$ cat config.mk
export PLATFORM = sky130hd
export DESIGN_NAME = vdu_ctrl
export DESIGN_NICKNAME = d
export VERILOG_FILES = /design/src/hw/rtl/vdu_pkg.sv /design/src/hw/rtl/vdu_ctrl.sv
export VERILOG_INCLUDE_DIRS = /design/src /design/src/hw/rtl
export SDC_FILE = /design/constraint.sdc
export NUM_CORES = 1
export LEC_CHECK = 0
export ABC_AREA = 1
export BUFFER_PORTS_ARGS = -buffer_cell sky130_fd_sc_hd__buf_2
export CORE_MARGIN = 3
export CORE_UTILIZATION = 54
export CTS_CLUSTER_SIZE = 24
export DETAILED_ROUTE_END_ITERATION = 10
export PLACE_DENSITY_LB_ADDON = 0.05
export SETUP_SLACK_MARGIN = 0.3
export SKIP_LAST_GASP = 1
export SLEW_MARGIN = 10
export SYNTH_ARGS = -nofsm -noshare
export SYNTH_HDL_FRONTEND = slang
export SYNTH_SLANG_ARGS = --single-unit
$ cat constraint.sdc
create_clock -name aclk -period 2 [get_ports aclk]
set_input_delay 0 -clock aclk [delete_from_list [all_inputs] [get_ports aclk]]
set_output_delay 0 -clock aclk [all_outputs]
set_load 0.02 [all_outputs]
$ cat src/hw/rtl/vector_distance_unit_macros.svh
// ----------------------------------------------------------------------------
// vector_distance_unit_macros.svh
// assertion helpers used by the distance unit controller
// ----------------------------------------------------------------------------
`ifndef VECTOR_DISTANCE_UNIT_MACROS_SVH
`define VECTOR_DISTANCE_UNIT_MACROS_SVH

// property checked on every rising edge of aclk outside reset
`define VDU_CHECK(lbl, prop, msg) \
    lbl: assert property (@(posedge aclk) disable iff (!aresetn) prop) else $error(msg);

// condition that must never be seen
`define VDU_NEVER(lbl, cond, msg) \
    `VDU_CHECK(lbl, !(cond), msg)

`endif

$ cat src/hw/rtl/vdu_pkg.sv
// ----------------------------------------------------------------------------
// vdu_pkg
// widths, constants and controller/datapath interface types of the
// vector distance unit
// ----------------------------------------------------------------------------
package vdu_pkg;

    localparam int ELEM_W     = 16;
    localparam int SQ_W       = 42;
    localparam int NORM_W     = 41;
    localparam int DOT_W      = 42;
    localparam int DIST_W     = 42;
    localparam int RAD_W      = 62;
    localparam int ROOT_W     = 31;
    localparam int HALF_W     = 5;
    localparam int SHIFT_W    = 7;
    localparam int DIV_N_W    = 119;
    localparam int QUO_W      = 18;
    localparam int CNT_W      = 7;
    localparam int ROOT_STEPS = 31;
    localparam int DIV_STEPS  = 119;
    localparam int FRAC_BITS  = 17;

    localparam logic [QUO_W-1:0] ONE_Q16 = QUO_W'(65536);

    typedef enum logic [1:0] {
        RES_L2,
        RES_ZERO,
        RES_COS
    } res_sel_t;

    typedef struct packed {
        logic     prod_load;
        logic     acc_add;
        logic     acc_clear;
        logic     norm_init;
        logic     norm_step;
        logic     root_init;
        logic     root_step;
        logic     div_init;
        logic     div_step;
        logic     out_load;
        res_sel_t res_sel;
    } dp_cmd_t;

    typedef struct packed {
        logic last;
        logic norm_zero;
        logic normed;
    } dp_sts_t;

endpackage

$ cat src/hw/rtl/vdu_ctrl.sv
// ----------------------------------------------------------------------------
// vdu_ctrl
// sequencer of the distance unit: element handshake, mode register,
// step counts of the root and divide phases, output valid
// ----------------------------------------------------------------------------
`include "vector_distance_unit_macros.svh"

module vdu_ctrl (
    input  logic             aclk,
    input  logic             aresetn,
    input  logic             cfg_wen,
    input  logic             cfg_wdata,
    input  logic             s_tvalid,
    output logic             s_tready,
    output logic             m_tvalid,
    input  logic             m_tready,
    output vdu_pkg::dp_cmd_t cmd,
    input  vdu_pkg::dp_sts_t sts
);

    typedef enum logic [2:0] {
        ST_IDLE,
        ST_ACC,
        ST_DECIDE,
        ST_NORM,
        ST_ROOT,
        ST_DIVIDE,
        ST_MULT,
        ST_FINISH
    } state_t;

    state_t                   state_reg, state_next;
    logic                     mode_reg, mode_next;
    logic                     valid_reg, valid_next;
    logic [vdu_pkg::CNT_W-1:0] cnt_reg, cnt_next;
    vdu_pkg::res_sel_t        sel_reg, sel_next;
    logic                     out_free;

    assign out_free = !valid_reg || m_tready;

    always_comb begin
        state_next = state_reg;
        mode_next  = cfg_wen ? cfg_wdata : mode_reg;
        valid_next = (valid_reg && m_tready) ? 1'b0 : valid_reg;
        cnt_next   = cnt_reg;
        sel_next   = sel_reg;
        cmd        = '0;
        cmd.res_sel = sel_reg;
        unique case (state_reg)
            ST_IDLE: begin
                if (s_tvalid) begin
                    cmd.prod_load = 1'b1;
                    state_next    = ST_ACC;
                end
            end
            ST_ACC: begin
                cmd.acc_add = 1'b1;
                state_next  = sts.last ? ST_DECIDE : ST_IDLE;
            end
            ST_DECIDE: begin
                if (!mode_reg) begin
                    sel_next   = vdu_pkg::RES_L2;
                    state_next = ST_FINISH;
                end else if (sts.norm_zero) begin
                    sel_next   = vdu_pkg::RES_ZERO;
                    state_next = ST_FINISH;
                end else begin
                    cmd.norm_init = 1'b1;
                    state_next    = ST_NORM;
                end
            end
            ST_NORM: begin
                if (sts.normed) begin
                    cmd.root_init = 1'b1;
                    cnt_next      = '0;
                    state_next    = ST_ROOT;
                end else begin
                    cmd.norm_step = 1'b1;
                end
            end
            ST_ROOT: begin
                cmd.root_step = 1'b1;
                cnt_next      = cnt_reg + 1'b1;
                if (cnt_reg == vdu_pkg::CNT_W'(vdu_pkg::ROOT_STEPS - 1)) begin
                    state_next = ST_MULT;
                end
            end
            ST_MULT: begin
                cmd.div_init = 1'b1;
                cnt_next     = '0;
                state_next   = ST_DIVIDE;
            end
            ST_DIVIDE: begin
                cmd.div_step = 1'b1;
                cnt_next     = cnt_reg + 1'b1;
                if (cnt_reg == vdu_pkg::CNT_W'(vdu_pkg::DIV_STEPS - 1)) begin
                    sel_next   = vdu_pkg::RES_COS;
                    state_next = ST_FINISH;
                end
            end
            ST_FINISH: begin
                // hold until the output register can take the result
                if (out_free) begin
                    cmd.out_load  = 1'b1;
                    cmd.acc_clear = 1'b1;
                    valid_next    = 1'b1;
                    state_next    = ST_IDLE;
                end
            end
            default: begin
                state_next = ST_IDLE;
            end
        endcase
    end

    always_ff @(posedge aclk) begin
        if (!aresetn) begin
            state_reg <= ST_IDLE;
            mode_reg  <= 1'b0;
            valid_reg <= 1'b0;
            cnt_reg   <= '0;
            sel_reg   <= vdu_pkg::RES_L2;
        end else begin
            state_reg <= state_next;
            mode_reg  <= mode_next;
            valid_reg <= valid_next;
            cnt_reg   <= cnt_next;
            sel_reg   <= sel_next;
        end
    end

    assign s_tready = (state_reg == ST_IDLE);
    assign m_tvalid = valid_reg;

    `VDU_NEVER(a_no_overwrite, cmd.out_load && valid_reg && !m_tready, "result overwritten")
    `VDU_CHECK(a_acc_follows, s_tvalid && s_tready |=> state_reg == ST_ACC, "no accumulate")
    `VDU_NEVER(a_div_bound, state_reg == ST_DIVIDE && cnt_reg >= vdu_pkg::CNT_W'(vdu_pkg::DIV_STEPS), "divide overrun")
    `VDU_CHECK(a_cos_path, state_reg == ST_MULT |=> state_reg == ST_DIVIDE && cnt_reg == '0, "bad divide start")

endmodule

==> results of run 1 <==
## cell usage in the layout, fill, tap and decap left out, drive strengths merged
cell	instances
a21oi	6
ha	2
dlygate4sd3	3
inv	21
o21ai	7
dfxtp	14
nand3	9
o21a	1
o21bai	3
nor3	8
nor2	30
and3	1
clkbuf	4
a31oi	1
nand2	28
buf	22
nor4	1
## stage by stage
| step | area, sq um | hold slack, ns | cells | setup WS, ns |
|---|---|---|---|---|
| 6_report | 1020 | 0.0548 | 176 | 0.546 |
| 5_1_grt | 1020 | 0.0690 | 176 | 0.349 |
| 4_1_cts | 1020 | 0.0526 | 176 | 0.552 |
| 3_5_place_dp | 958 | 0.235 | 169 | 0.589 |
| 3_3_place_gp | 958 | 0.222 | 169 | 0.675 |
| 2_1_floorplan | 856 | 0.0831 | 135 | 0.611 |
## final timing paths
check             slack, ns         end
setup / recovery       0.55  cnt_reg[4]
hold / removal         0.05    m_tvalid
setup reg to reg       0.55  cnt_reg[4]
hold reg to reg        0.51  sel_reg[1]
## report_power, final
| part | internal, mW | total, mW | switching (mW) |
|---|---|---|---|
| Clock | 0.111 | 0.212 | 0.101 |
| Combinational | 0.201 | 0.627 | 0.426 |
| Sequential | 0.329 | 0.389 | 0.0601 |
## worst register-to-register path, cell delays in order (launching register included)
cell     delay, ns
dfxtp_1       0.43
nand2_2       0.13
nand2_1       0.10
nand2_2       0.15
a21oi_1       0.31
o21ai_0       0.15
nor2_1        0.12
## layout make-up
type	count	area, sq um	share of cell area [%]
multi-input combinational	97	470	45.9
clock buffer	4	36.3	3.54
sequential	14	280	27.4
timing repair buffer	25	140	13.7
tap	15	18.8	1.83
inverter	21	78.8	7.69
## per-layer routing
| metal | vias to the layer above | global-route usage [%] |
|---|---|---|
| met5 | - | 0 |
| met4 | 0 | 8.52 |
| met3 | 6 | 2.77 |
| met2 | 38 | 33.7 |
| met1 | 380 | 29.3 |
| li1 | 476 | - |
## cell families after synthesis
| logic type | Yosys count | share of synthesized area (%) |
|---|---|---|
| buffers and inverters | 24 | 12.3 |
| adders and majority gates | 2 | 2.92 |
| AOI/OAI and AO/OA | 18 | 12.3 |
| DFF | 14 | 32.7 |
| and+or+nand+nor | 77 | 39.8 |
## repair_timing
action | 4_1_cts | 5_1_grt
hold buffers | 3 | 0
setup buffers | 0 | 0
endpoints found under the hold margin | 4 | 0
==> out/results.txt, run 1 <==
CTS tree: yes
CP max stage cell: dfxtp_1
largest net degree at the start of global routing: 12
Avg WL per Cell: 11.6 microns
NumNets Final: 173
Clock Tree Root: clkbuf_4
Final Setup Violations: 0
Starting Density: 61.2%
Yosys top cell by area: dfxtp_1
final wirelength: 2040 microns
top layer in use: met4
Final Hold Fails: 0
initial antenna violation count: 0
CP startpoint: state_reg[0]
Tot Pwr: 1.23 mW
clock slew seen by the registers of the worst setup and hold paths: 0.09 ns
Max FO, Critical Path: 11
post-synthesis sequential area ratio: 32.7%
Num CTS Buffers: 3
final worst-path cycle share: 72.7%
CP most frequent cell: nand2_2
GP Congestion: 0.812
initial detailed-routing violation count: 48
Post-synth top cells: nor2_1, nand2_1, inv_1
max-slew violations: 0
Avg Vias per Cell: 5.11
# Max-Cap Violations: 0
TNS Setup: 0 ns
Hold/Removal Path Class: in -> reg
reg2reg path depth: 6
Ant. Diodes: 0
async set or reset register ratio after synthesis: 0%
delay-heaviest family, CP: simple AND/OR/NAND/NOR gates
drt first pass iters: 4
vias after detailed routing: 900
cts repair resizes: 0
Fmax: 0.688 GHz
critical path capture point type: flip-flop
Skew-Pair Late Insertion Delay: 0.29 ns
final antenna-violating net count: 0
first-pass GRT wire length: 3310 microns
vias in the first global route: 788
worst setup path category: reg -> reg
Post-DP HPWL: 1520 microns
status: finished, final reports clean
Worst Min Path Start: m_tready
Cell Pwr Density: 1200 nW/um^2
H-tree depth: 1
yosys warns: 0
leakage power: 0.526 nW
dominant cell by count in the synthesized netlist: nor2_1
FP Rows: 13
Final Critical Period: 1.45 ns
Startpoint Class: flip-flop
RSZ-0062 raised after global routing: no
Synth Instances: 135
port bufs: 22
Post-synth EDFFs: 0
maximum VDD drop: 0.652 mV
DIE WIDTH: 45.8 microns
worst-case clock buffer depth: 2
Primary FF master, synth: dfxtp_1
Core Util, Final: 73.3%
reg-to-reg startpoint: state_reg[0]
GRT Resource Usage Total: 21.4%
synthesis-to-layout area growth: 19.7%
worst path buffer plus inverter count: 0
Crit path depth: 6
top post-synthesis cells by area: dfxtp_1, nor2_1, nand2_1
clock skew: 0.00480 ns
# clock sinks: 14
#FFs+latches synth: 14
Die Height: 45.8 microns
slew at the pin with the worst max-slew slack: 0.321 ns
Cell Area, Synth: 856 sq um
Worst Path Arrival: 1.67 ns
io pins: 23
hold path cells: 3
met2 WL: 903 microns
Core ar.: 1400 sq um
slew margin rel.: 78.4%
share of cells above drive strength 1: 20.5%
M1 WL: 940 microns
met3 WL: 169 microns
Critical Path RT: 2.22 ns
Die ar.: 2100 sq um
# DRC: 0
Cell variety after synth: 20
syn_area_per_cell: 6.34 sq um
area share of the largest cell type after synthesis: 32.7%
number of flip-flops in the largest register: 7
grt ovf: 0
critical path cell sequence: nand2_2, nand2_1, nand2_2, a21oi_1, o21ai_0, nor2_1
FILL cells: 125
Crit path largest cell delay: 0.43 ns
post-synthesis net count: 146
Power figures use the tool's default switching activity.
==> run 2, diff against run 1 <==
- CORE_UTILIZATION: 54 -> 45
- clock period: 2 -> 1.17 ns (I/O delays scaled with it)
==> out/results.txt, run 2 <==
dominant cell by count in the synthesized netlist: nor2_1 (unchanged)
syn_area_per_cell: 6.34 sq um (unchanged)
Post-DP HPWL: 1720 microns (was 1520 microns)
DIE WIDTH: 49.6 microns (was 45.8 microns)
worst setup endpoint GRT: state_reg[0]$_SDFFE_PN0P_/D
async set or reset register ratio after synthesis: 0% (unchanged)
WEP type: register input
worst-case clock buffer depth: 2 (unchanged)
Post-Synth Simple-Gate Area: 39.8% (unchanged)
multiplexer area fraction after synthesis: 0% (unchanged)
top post-synthesis cells by area: dfxtp_1, nor2_1, nand2_1 (unchanged)
Primary FF master, synth: dfxtp_1 (unchanged)
status: did not finish (was finished, final reports clean)
Cell Count Post-Placement: 199 (was 169)
Yosys top cell by area: dfxtp_1 (unchanged)
Cell Area, Synth: 856 sq um (unchanged)
area share of the largest cell type after synthesis: 32.7% (unchanged)
Clock Tree Root: clkbuf_4 (unchanged)
post-synthesis sequential area ratio: 32.7% (unchanged)
GP Congestion: 0.813 (was 0.812)
FP Rows: 15 (was 13)
Synth Instances: 135 (unchanged)
Err: [ERROR DPL-0038] Utilization greater than 100%, impossible to legalize
adder-cell share of the synthesized area: 2.92% (unchanged)
Post-synth EDFFs: 0 (unchanged)
H-tree depth: 1 (unchanged)
xor and xnor area share after synthesis: 0% (unchanged)
largest net degree at the start of global routing: 9
# clock sinks: 14 (unchanged)
largest family of logic cells by synthesized area: simple AND/OR/NAND/NOR gates (unchanged)
failing step: global routing (5_1_grt)
Num CTS Buffers: 3 (unchanged)
Post-synth top cells: nor2_1, nand2_1, inv_1 (unchanged)
post-synthesis compound-gate area fraction: 12.3% (unchanged)
port bufs: 22 (unchanged)
post-synthesis net count: 146 (unchanged)
Die Height: 49.6 microns (was 45.8 microns)
yosys warns: 0 (unchanged)
#FFs+latches synth: 14 (unchanged)
Placement Setup Slack: -0.149 ns (was 0.589 ns)
Starting Density: 48.5% (was 61.2%)
Cell variety after synth: 20 (unchanged)
io pins: 23 (unchanged)
[run 2: logic make-up after synthesis]
family	count (synthesis)
AND/OR/NAND/NOR	77
buffers and inverters	24
AO/OA/AOI/OAI	18
flip-flops	14
adder cells (fa/ha/maj)	2
[run 2: repair_timing]
item	4_1_cts
gates resized for setup	56
pin swaps	12
endpoints found under the hold margin	4
setup endpoints to repair	24
hold buffers	4
setup buffers	11
[run 2: stage by stage]
step | hold WS (ns) | area [sq um] | utilization [%]
after CTS | 0.0164 | 1570 | 89.2
after detailed placement | 0.234 | 1220 | 69.0
after global placement | 0.224 | 1220 | 69.0
after floorplan | 0.0356 | 940 | -
==> run 3, diff against run 2 <==
- CORE_AREA: default -> 3 3 64 66
- CORE_MARGIN: 3 -> default
- CORE_UTILIZATION: 45 -> default
- CTS_CLUSTER_SIZE: 24 -> default
- DIE_AREA: default -> 0 0 67 69
- PLACE_DENSITY_LB_ADDON: 0.05 -> 0.15
- SETUP_SLACK_MARGIN: 0.3 -> default
- clock period: 1.17 -> 1.5 ns (I/O delays scaled with it)
==> out/results.txt, run 3 (synthesized netlist as in run 1, its figures left out) <==
final wirelength: 2120 microns
most frequent cells in the layout: nor2_1, nand2_1, buf_2
leakage power: 0.521 nW
H-tree depth: 1 (unchanged)
Design Area, Final: 1060 sq um
Worst Path Arrival: 1.49 ns
worst-case clock buffer depth: 2 (unchanged)
GRT Resource Usage Total: 9.68%
Final Critical Period: 1.37 ns
reg2reg path depth: 5
TNS Setup: 0 ns
maximum VDD drop: 0.403 mV
largest net degree at the start of global routing: 12
Placement Setup Slack: 0.111 ns (was -0.149 ns)
worst reg2reg setup slack: 0.13 ns
commonest non-fill, non-tap cell in the layout: nor2_1
# clock sinks: 14 (unchanged)
Critical Path RT: 1.62 ns
# Max-Cap Violations: 0
Startpoint Class: flip-flop
NumNets Final: 171
# DRC: 0
GP Congestion: 0.891 (was 0.813)
Max FO, Critical Path: 6
CTS tree: yes
hold path cells: 3
worst setup path category: reg -> reg
Hold/Removal Path Class: in -> reg
grt ovf: 0
clock slew seen by the registers of the worst setup and hold paths: 0.06 ns
Avg Vias per Cell: 4.33
Post-DP HPWL: 1640 microns (was 1720 microns)
final worst-path cycle share: 91.3%
status: finished, final reports clean (was did not finish)
initial detailed-routing violation count: 29
slew at the pin with the worst max-slew slack: 0.314 ns
critical path capture point type: flip-flop
final worst slack: 0.130 ns
slew margin rel.: 78.9%
vias in the first global route: 789
Placed Area: 1000 sq um (was 1220 sq um)
FP Rows: 22 (was 15)
Final Hold Fails: 0
Die Height: 69 microns (was 49.6 microns)
Cell Pwr Density: 1580 nW/um^2
synthesis-to-layout area growth: 24.3%
port bufs: 22 (unchanged)
Num CTS Buffers: 3 (unchanged)
clock skew: 0.00504 ns
io pins: 23 (unchanged)
drt first pass iters: 4
RSZ-0062 raised after global routing: yes
Starting Density: 23.6% (was 48.5%)
Ant. Diodes: 0
setup bufs post-CTS: 0 (was 11)
DIE WIDTH: 67 microns (was 49.6 microns)
first-pass GRT wire length: 3530 microns
Final Setup Violations: 0
initial antenna violation count: 0
Skew-Pair Late Insertion Delay: 0.25 ns
final antenna-violating net count: 0
Core ar.: 3630 sq um
share of cells above drive strength 1: 22.2%
Fmax: 0.730 GHz
max-slew violations: 0
Die ar.: 4620 sq um
number of flip-flops in the largest register: 7
Avg WL per Cell: 10.3 microns
Clock Tree Root: clkbuf_8 (was clkbuf_4)
Tot Pwr: 1.68 mW
vias after detailed routing: 892
run 3: routing by layer:
layer  track usage, %  vias up  wire length, microns
met5                0        -                     0
met4             3.38        0                    17
met3             2.12        2                    88
met2             15.0       13                   988
met1             13.1      408                  1030
li1                 -      469                     -
run 3: final timing paths:
| kind | from | endpoint |
|---|---|---|
| max | state_reg[1] | state_reg[2] |
| min | cfg_wen | mode_reg |
| max reg2reg | state_reg[1] | state_reg[2] |
| min reg2reg | sel_reg[1] | sel_reg[1] |
run 3: layout make-up:
cell class	count	area, sq um
fillers	414	2570
flip-flops and latches	14	282
multi-input cells	97	482
clock buffers	3	41.3
repair buffers	23	120
well taps	48	60.1
inverters	21	78.8
run 3: through the flow:
stage | instances | util, % | hold slack [ns]
2_1_floorplan | 135 | - | 0.0831
3_3_place_gp | 202 | 27.5 | 0.234
3_5_place_dp | 202 | 27.5 | 0.249
4_1_cts | 206 | 28.9 | 0.00124
5_1_grt | 206 | 29.3 | 0.0426
6_report | 206 | 29.3 | 0.00361
run 3: repair_timing:
action	4_1_cts	5_1_grt
hold endpoints to repair	1	0
setup endpoints to repair	0	11
resized for setup	0	4
hold buffers	1	0
run 3: report_power, final:
part           internal, mW  switching [mW]  total [mW]
combinational         0.274           0.559       0.833
sequential            0.442          0.0844       0.527
clock                 0.178           0.143       0.320
total                 0.894           0.786        1.68
run 3: critical path: stages, from the launching register on:
cell	delay (ns)
dfxtp_1	0.43
inv_1	0.08
nand2_1	0.20
inv_1	0.11
nor4_1	0.32
a21oi_1	0.11
==> run 4, diff against run 3 <==
- CTS_CLUSTER_DIAMETER: default -> 50
- clock period: 1.5 -> 1.73 ns (I/O delays scaled with it)
==> out/results.txt, run 4 (synthesized netlist as in run 1, its figures left out) <==
slew at the pin with the worst max-slew slack: 0.310 ns (was 0.314 ns)
DIE WIDTH: 67 microns (unchanged)
Worst Min Path Start: cfg_wen (unchanged)
# DRC: 0 (unchanged)
Avg Vias per Cell: 4.31 (was 4.33)
maximum VDD drop: 0.457 mV (was 0.403 mV)
grt ovf: 0 (unchanged)
H-tree depth: 1 (unchanged)
critical path capture point type: flip-flop (unchanged)
initial antenna violation count: 0 (unchanged)
Ant. Diodes: 0 (unchanged)
Starting Density: 23.6% (unchanged)
reg-to-reg startpoint: state_reg[1] (unchanged)
Final Critical Period: 1.42 ns (was 1.37 ns)
hold path cells: 3 (unchanged)
final worst-path cycle share: 81.9% (was 91.3%)
FP Rows: 22 (unchanged)
Die Height: 69 microns (unchanged)
first-pass GRT wire length: 3660 microns (was 3530 microns)
worst reg2reg setup slack: 0.31 ns (was 0.13 ns)
GRT Resource Usage Total: 9.97% (was 9.68%)
GP Congestion: 0.891 (unchanged)
Finished Layout Cells: 206 (unchanged)
share of cells above drive strength 1: 20.3% (was 22.2%)
worst setup path category: reg -> reg (unchanged)
Max FO, Critical Path: 11 (was 6)
vias in the first global route: 829 (was 789)
Fmax: 0.706 GHz (was 0.730 GHz)
synthesis-to-layout area growth: 22.8% (was 24.3%)
vias after detailed routing: 888 (was 892)
drt first pass iters: 5 (was 4)
Hold/Removal Path Class: in -> reg (unchanged)
Die ar.: 4620 sq um (unchanged)
initial detailed-routing violation count: 35 (was 29)
Post-DP HPWL: 1660 microns (was 1640 microns)
Core ar.: 3630 sq um (unchanged)
FF-to-FF End: cnt_reg[5] (was state_reg[2])
leakage power: 0.520 nW (was 0.521 nW)
Num CTS Buffers: 3 (unchanged)
io pins: 23 (unchanged)
setup bufs post-CTS: 0 (unchanged)
TNS Setup: 0 ns (unchanged)
largest net degree at the start of global routing: 12 (unchanged)
Cell Pwr Density: 1350 nW/um^2 (was 1580 nW/um^2)
worst-case clock buffer depth: 2 (unchanged)
# Max-Cap Violations: 0 (unchanged)
Tot Pwr: 1.42 mW (was 1.68 mW)
reg2reg path depth: 6 (was 5)
clock skew: 0.00166 ns (was 0.00504 ns)
Final Setup Violations: 0 (unchanged)
cts repair resizes: 0 (unchanged)
port bufs: 22 (unchanged)
# clock sinks: 14 (unchanged)
slew margin rel.: 79.3% (was 78.9%)
clock slew seen by the registers of the worst setup and hold paths: 0.06 ns (about the same)
final wirelength: 2070 microns (was 2120 microns)
status: finished, final reports clean (unchanged)
max-slew violations: 0 (unchanged)
final antenna-violating net count: 0 (unchanged)
Critical Path RT: 1.91 ns (was 1.62 ns)
Skew-Pair Late Insertion Delay: 0.24 ns (was 0.25 ns)
Worst Path Arrival: 1.60 ns (was 1.49 ns)
Startpoint Class: flip-flop (unchanged)
most frequent cells in the layout: nor2_1, nand2_1, buf_2 (unchanged)
FILL cells: 423 (was 414)
number of flip-flops in the largest register: 7 (unchanged)
Final Hold Fails: 0 (unchanged)
CTS tree: yes (unchanged)
Cell Count Post-Placement: 202 (unchanged)
commonest non-fill, non-tap cell in the layout: nor2_1 (unchanged)
NumNets Final: 171 (unchanged)
Hold-fix buffers, CTS: 1 (unchanged)
Hold Crit Endpoint: mode_reg (unchanged)
Avg WL per Cell: 10.0 microns (was 10.3 microns)
Clock Tree Root: clkbuf_8 (unchanged)
RSZ-0062 raised after global routing: no (was yes)
[run 4: cell counts in the layout (fill, tap and decap cells not counted)]
No cell type changed its count.
[run 4: power breakdown]
part / switching, mW / internal, mW / total, mW
clock: 0.119 / 0.154 / 0.273
sequential: 0.0673 / 0.381 / 0.448
combinational: 0.472 / 0.229 / 0.701
[run 4: final cells by class]
class | instances | area (sq um) | area share (%)
clock buffers | 3 | 41.3 | 3.93
inverters | 21 | 78.8 | 7.50
flip-flops and latches | 14 | 280 | 26.7
multi-input cells | 97 | 470 | 44.8
well taps | 48 | 60.1 | 5.71
repair buffers | 23 | 120 | 11.4
[run 4: per-stage QoR]
step / util [%] / cell area [sq um] / setup slack (ns) / hold WS [ns]
finish: 28.9 / 1050 / 0.314 / 0.00405
global route: 28.9 / 1050 / 0.136 / 0.0461
CTS: 28.9 / 1050 / 0.310 / 0.000132
detailed placement: 27.5 / 1000 / 0.327 / 0.239
global placement: 27.5 / 1000 / 0.347 / 0.234
floorplan: - / 856 / 0.341 / 0.0831
[run 4: how the worst max path moves through the flow]
stage | startpoint | end | slack, ns | cells after the start
after floorplan | state_reg[2] | state_reg[0] | 0.34 | 7
after global placement | state_reg[2] | state_reg[0] | 0.35 | 7
after detailed placement | state_reg[1] | cnt_reg[6] | 0.33 | 6
after CTS | state_reg[1] | cnt_reg[6] | 0.31 | 6
after global routing | state_reg[1] | cnt_reg[6] | 0.14 | 6
final | state_reg[1] | cnt_reg[5] | 0.31 | 6
[run 4: critical path: stages (launching register included)]
cell and delay, ns:
dfxtp_1 0.41, nand2_2 0.12, nand2_1 0.10, nand2_2 0.15, a21oi_1 0.31, o21ai_0 0.15
nor2_1 0.11
[run 4: per-layer routing]
| layer | up-vias | wire [microns] | track usage [%] |
|---|---|---|---|
| li1 | 470 | - | - |
| met1 | 392 | 990 | 12.9 |
| met2 | 22 | 973 | 15.8 |
| met3 | 4 | 80 | 1.95 |
| met4 | 0 | 25 | 4.05 |
| met5 | - | 0 | 0 |
